==> src/rtl/pip_pkg.sv <==
package pip_pkg;

  localparam int COUNT_BITS   = 7;
  localparam int INDEX_BITS   = 6;
  localparam int REL_BITS     = 2;
  localparam int MIN_VERTICES = 3;
  localparam int EVAL_LATENCY = 5;
  localparam int DRAIN_BITS   = 3;

  localparam logic [COUNT_BITS-1:0] COUNT_RESET = COUNT_BITS'(MIN_VERTICES);

  localparam logic KIND_VERTEX = 1'b0;
  localparam logic KIND_QUERY  = 1'b1;

  localparam logic [REL_BITS-1:0] REL_OUTSIDE  = 2'd0;
  localparam logic [REL_BITS-1:0] REL_BOUNDARY = 2'd1;
  localparam logic [REL_BITS-1:0] REL_INSIDE   = 2'd2;

  typedef enum logic [1:0] {
    ST_IDLE,
    ST_RUN,
    ST_DRAIN,
    ST_FINISH
  } pip_state_t;

  typedef struct packed {
    logic shift;
    logic write;
  } pip_cell_ctrl_t;

  typedef struct packed {
    logic clear;
    logic valid;
  } pip_edge_ctrl_t;

  typedef struct packed {
    logic valid;
    logic in_box;
    logic straddle;
    logic rising;
  } pip_edge_info_t;

endpackage

==> src/rtl/pip_vertex_cell.sv <==
module pip_vertex_cell
  import pip_pkg::*;
#(
  parameter int COORD_BITS = 32
) (
  input  logic                         clk,
  input  pip_cell_ctrl_t               ctrl,
  input  logic signed [COORD_BITS-1:0] wr_x,
  input  logic signed [COORD_BITS-1:0] wr_y,
  input  logic signed [COORD_BITS-1:0] nb_x,
  input  logic signed [COORD_BITS-1:0] nb_y,
  output logic signed [COORD_BITS-1:0] x,
  output logic signed [COORD_BITS-1:0] y
);

  logic signed [COORD_BITS-1:0] x_r;
  logic signed [COORD_BITS-1:0] y_r;

  always_ff @(posedge clk) begin
    if (ctrl.write) begin
      x_r <= wr_x;
      y_r <= wr_y;
    end else if (ctrl.shift) begin
      x_r <= nb_x;
      y_r <= nb_y;
    end
  end

  assign x = x_r;
  assign y = y_r;

endmodule

==> config.mk <==
export PLATFORM = sky130hd
export DESIGN_NAME = pip_vertex_cell
export DESIGN_NICKNAME = d
export VERILOG_FILES = /design/src/rtl/pip_pkg.sv /design/src/rtl/pip_vertex_cell.sv
export SDC_FILE = /design/constraint.sdc
export NUM_CORES = 1
export LEC_CHECK = 0
export CORE_MARGIN = 10
export CORE_UTILIZATION = 50
export DETAILED_ROUTE_END_ITERATION = 8
export DONT_BUFFER_PORTS = 1
export GPL_ROUTABILITY_DRIVEN = 0
export HOLD_SLACK_MARGIN = 0.1
export SLEW_MARGIN = 0
export SYNTH_ARGS = -nofsm -noshare
export SYNTH_HDL_FRONTEND = slang
export SYNTH_SLANG_ARGS = --single-unit
==> constraint.sdc <==
create_clock -name clk -period 6.39 [get_ports clk]
set_input_delay 1.278 -clock clk [delete_from_list [all_inputs] [get_ports clk]]
set_output_delay 1.278 -clock clk [all_outputs]
set_load 0.005 [all_outputs]
# Word-level counts from Yosys, hierarchy flattened
# Index checks and enable logic that the tools add are counted.
[word_totals] ff_bits=64 input_bits=131 out_inout_bits=64 word_cells=7
[op_classes] n_mux=4 n_reduce_logical=1
[ops] cell="32-bit two-way mux" count=4
[ops] cell="2-bit nonzero test" count=1

# Longest topological paths before layout
[logic_depth] ltp_word=2 mapped_depth=3 depth_no_buf=1

# Worst setup path after synthesis
# OpenSTA, ideal clock, no wires.
[synth_path] path_kind="input port to flip-flop" start="in ctrl[0] in the netlist's numbering" end="reg x_r[0], in the netlist x[0] (enable)" setup_time_ns=0.426 t_arrival_ns=3.027 required_ns=5.964 slack_ns=2.938 stages=3 n_path_buf=2 cell_sequence="buf_6 buf_6 or2_1"
[synth_via] elab_chain_len=1
[synth_lines] element="from (decl)" line="pip_vertex_cell.sv:7" text="input pip_cell_ctrl_t ctrl,"
[synth_lines] element="2-bit nonzero test (no source line)"
[synth_lines] element="to (signal assigned)" line="pip_vertex_cell.sv:21" text="x_r <= wr_x;"
[synth_lines] element="to (signal assigned)" line="pip_vertex_cell.sv:24" text="x_r <= nb_x;"
[synth_lines] element="to (decl)" line="pip_vertex_cell.sv:16" text="logic signed [COORD_BITS-1:0] x_r;"
# No other way between the ends.
# A chain may end at the register's enable or synchronous reset.

# Final worst setup path
[layout_path] start="in ctrl[0] in the netlist's numbering" end="reg y_r[26], in the netlist y[26] (enable)"
[layout_via] elab_chain_len=1
[layout_lines] element="2-bit nonzero test (no source line)"
[layout_lines] element="to (signal assigned)" line="pip_vertex_cell.sv:22" text="y_r <= wr_y;"
[layout_lines] element="to (signal assigned)" line="pip_vertex_cell.sv:25" text="y_r <= nb_y;"
[layout_lines] element="to (decl)" line="pip_vertex_cell.sv:17" text="logic signed [COORD_BITS-1:0] y_r;"
# No other way between the ends.

==> impl_results.md <==
- Status: complete, no violations
- P_leak: 1.212 nW
- Clock Power Share: 0.342
- Crit-path max cell delay: 0.60 ns
- Antenna violations before repair: 0
- # hold bufs at CTS: 0
- Nets: 272
- Final setup fails: 0
- Final Slew Violations: 0
- Area grow syn2layout: 7.020%
- Reg power frac: 0.593
- Largest net degree at the start of global routing: 66
- Top Usage Layer GRT: met2
- Placement row count: 27
- Vias in the first global route: 1,468
- CP bufs+invs: 1
- Crit path max fanout: 65
- CTS root buffer: clkbuf_8
- Share of layout cells above drive strength 1: 0.5342
- Vias per cell: 5.693
- Clock sinks: 64
- Synth top cells by count: edfxtp_1 (64), mux2_4 (49), mux2_2 (15)
- Slowest stage cell, crit path: buf_4
- Gate Count Post-Synth: 136
- Synth Area per Inst: 21.36 sq um
- RSZ-0062 raised after global routing: no
- ANT cells: 0
- NetSw: 0.1855 mW
- Initial Util: 0.5212
- # fillers: 465
- Global-route usage over all layers: 0.1333
- Synth warn: 0
- Max_cap viols: 0
- Routed via count: 1,241
- Clock Tree Buf Depth: 2
- Place WS: 3.994 ns
- Worst vdd ir: 0.1603 mV
- Die height: 96.23 um
- Number of synthesized flops with an enable pin: 64
- Setup TNS: 0 ns
- DRT antenna net count: 0
- Fmax: 482.3 MHz
- Postcts setup bufs: 0
- Startpoint types: input pin
- Cell area after synthesis: 0.002905 sq mm
- Leading area contributor after synthesis: edfxtp_1
- PD cells: 297.2 mW/mm^2
- DRT Wirelength: 6733 um
- Worst hold path class: in -> reg
- Seq/Total Area, Yosys: 0.6615
- Worst slew margin: 0.4689
- FFs w/ async S/R, synth: 0
- Wire length per cell: 30.89 um
- Yosys cell types: 6
- Worst-path clk slew: 0.07 ns
- Critical path's top delay family: buffers and inverters
- Die footprint: 0.009259 sq mm
- Most common cell in the netlist: edfxtp_1
- CP Capture Type: flip-flop
- CP Class: in -> reg
- CTS tree: yes
- Port buffer count: 0
- Io pins: 195
- Residual DRC: 0
- Die X-Extent: 96.23 um
- Synth area leaders: edfxtp_1 (66%), mux2_4 (25%), mux2_2 (5.8%), buf_6 (2.3%), or2_1 (0.22%)
- CTS H-tree lvls: 3
- Net Count, Synth: 267
- Overall Power: 0.9241 mW
- Crit path DAT: 2.02 ns
- Cts repair resizes: 0
- First-pass GRT wire length: 8707 um
- Total global routing overflow: 0
- Core Region: 0.005574 sq mm
- Worst Slack Setup Final: 4.316 ns
- Switch share: 0.2008
- Period Utilization, post-route: 0.3245
- Internal power: 0.7386 mW
- WP data required: 6.34 ns
- Post-synthesis register bit count: 64
- Slew @ Worst Pin: 0.7966 ns
- Met2 usage: 0.2276
- TritonRoute pass-1 iters: 3
- Comb pwr share: 0.065
- Met1 GRT Util: 0.1111
- Grt met3 use: 0.09339
- CTS Buf Count: 9
- Crit-path cells: or2_2 > buf_4
- Drt initial violations: 42
- Top_reg_cell synth: edfxtp_1
- Crit path time final: 2.074 ns
- Final Hold Fails: 0
- Synth top area share: 0.6615
-- per-layer routing --
metal	wire length [um]	share of wire
met5	0	0
met4	113	0.017
met3	1067	0.16
met2	3691	0.55
met1	1861	0.28
-- kinds of logic after synthesis --
family,synth area share
mux,0.3114
flops,0.6615
simple gates,0.002155
buf+inv,0.02498
-- cells in the final DEF, fill, tap and decap left out --
master	instances
clkinv_2	2
buf_4	1
clkbuf_8	9
edfxtp_1	64
mux2_2	15
bufinv_16	1
or2_2	1
mux2_4	49
clkinv_1	2
clkbuf_1	2
-- stage by stage --
stage,area [sq um],hold WS (ns),utilization,std cells
4_1_cts,3109,1.146,0.5578,218
5_1_grt,3109,1.144,0.5578,218
3_3_place_gp,2930,1.496,0.5257,202
3_5_place_dp,2930,1.498,0.5257,202
6_report,3109,1.166,0.5578,218
2_1_floorplan,2905,1.495,-,136
-- power groups by stage --
stage                     clock [mW]  combinational [mW]  sequential [mW]
after floorplan                    0              0.0654            0.544
after global placement             0              0.0585            0.560
after detailed placement           0              0.0616            0.560
after CTS                      0.325              0.0616            0.552
after global routing           0.342              0.0640            0.554
final                          0.316              0.0599            0.548
-- sequential cells by signal, indices dropped and copies added (netlist names) --
name  flops
x        32
y        32
-- cell type report --
cell class | instances | area, sq um | share of cell area
Multi-Input combinational cell | 65 | 910.9 | 0.2930
Timing Repair Buffer | 1 | 7.507 | 0.002414
Tap cell | 72 | 90.09 | 0.02897
Clock inverter | 5 | 47.55 | 0.01529
Clock buffer | 11 | 131.4 | 0.04225
Sequential cell | 64 | 1922 | 0.6181
-- path summary, 6_finish.rpt --
| path | end | slack (ns) | start | cells past startpoint |
|---|---|---|---|---|
| setup / recovery | y[26] | 4.32 | ctrl[0] | 2 |
| hold / removal | x[25] | 1.17 | wr_x[25] | 1 |
Note: power is estimated with default switching activity, not from simulation.
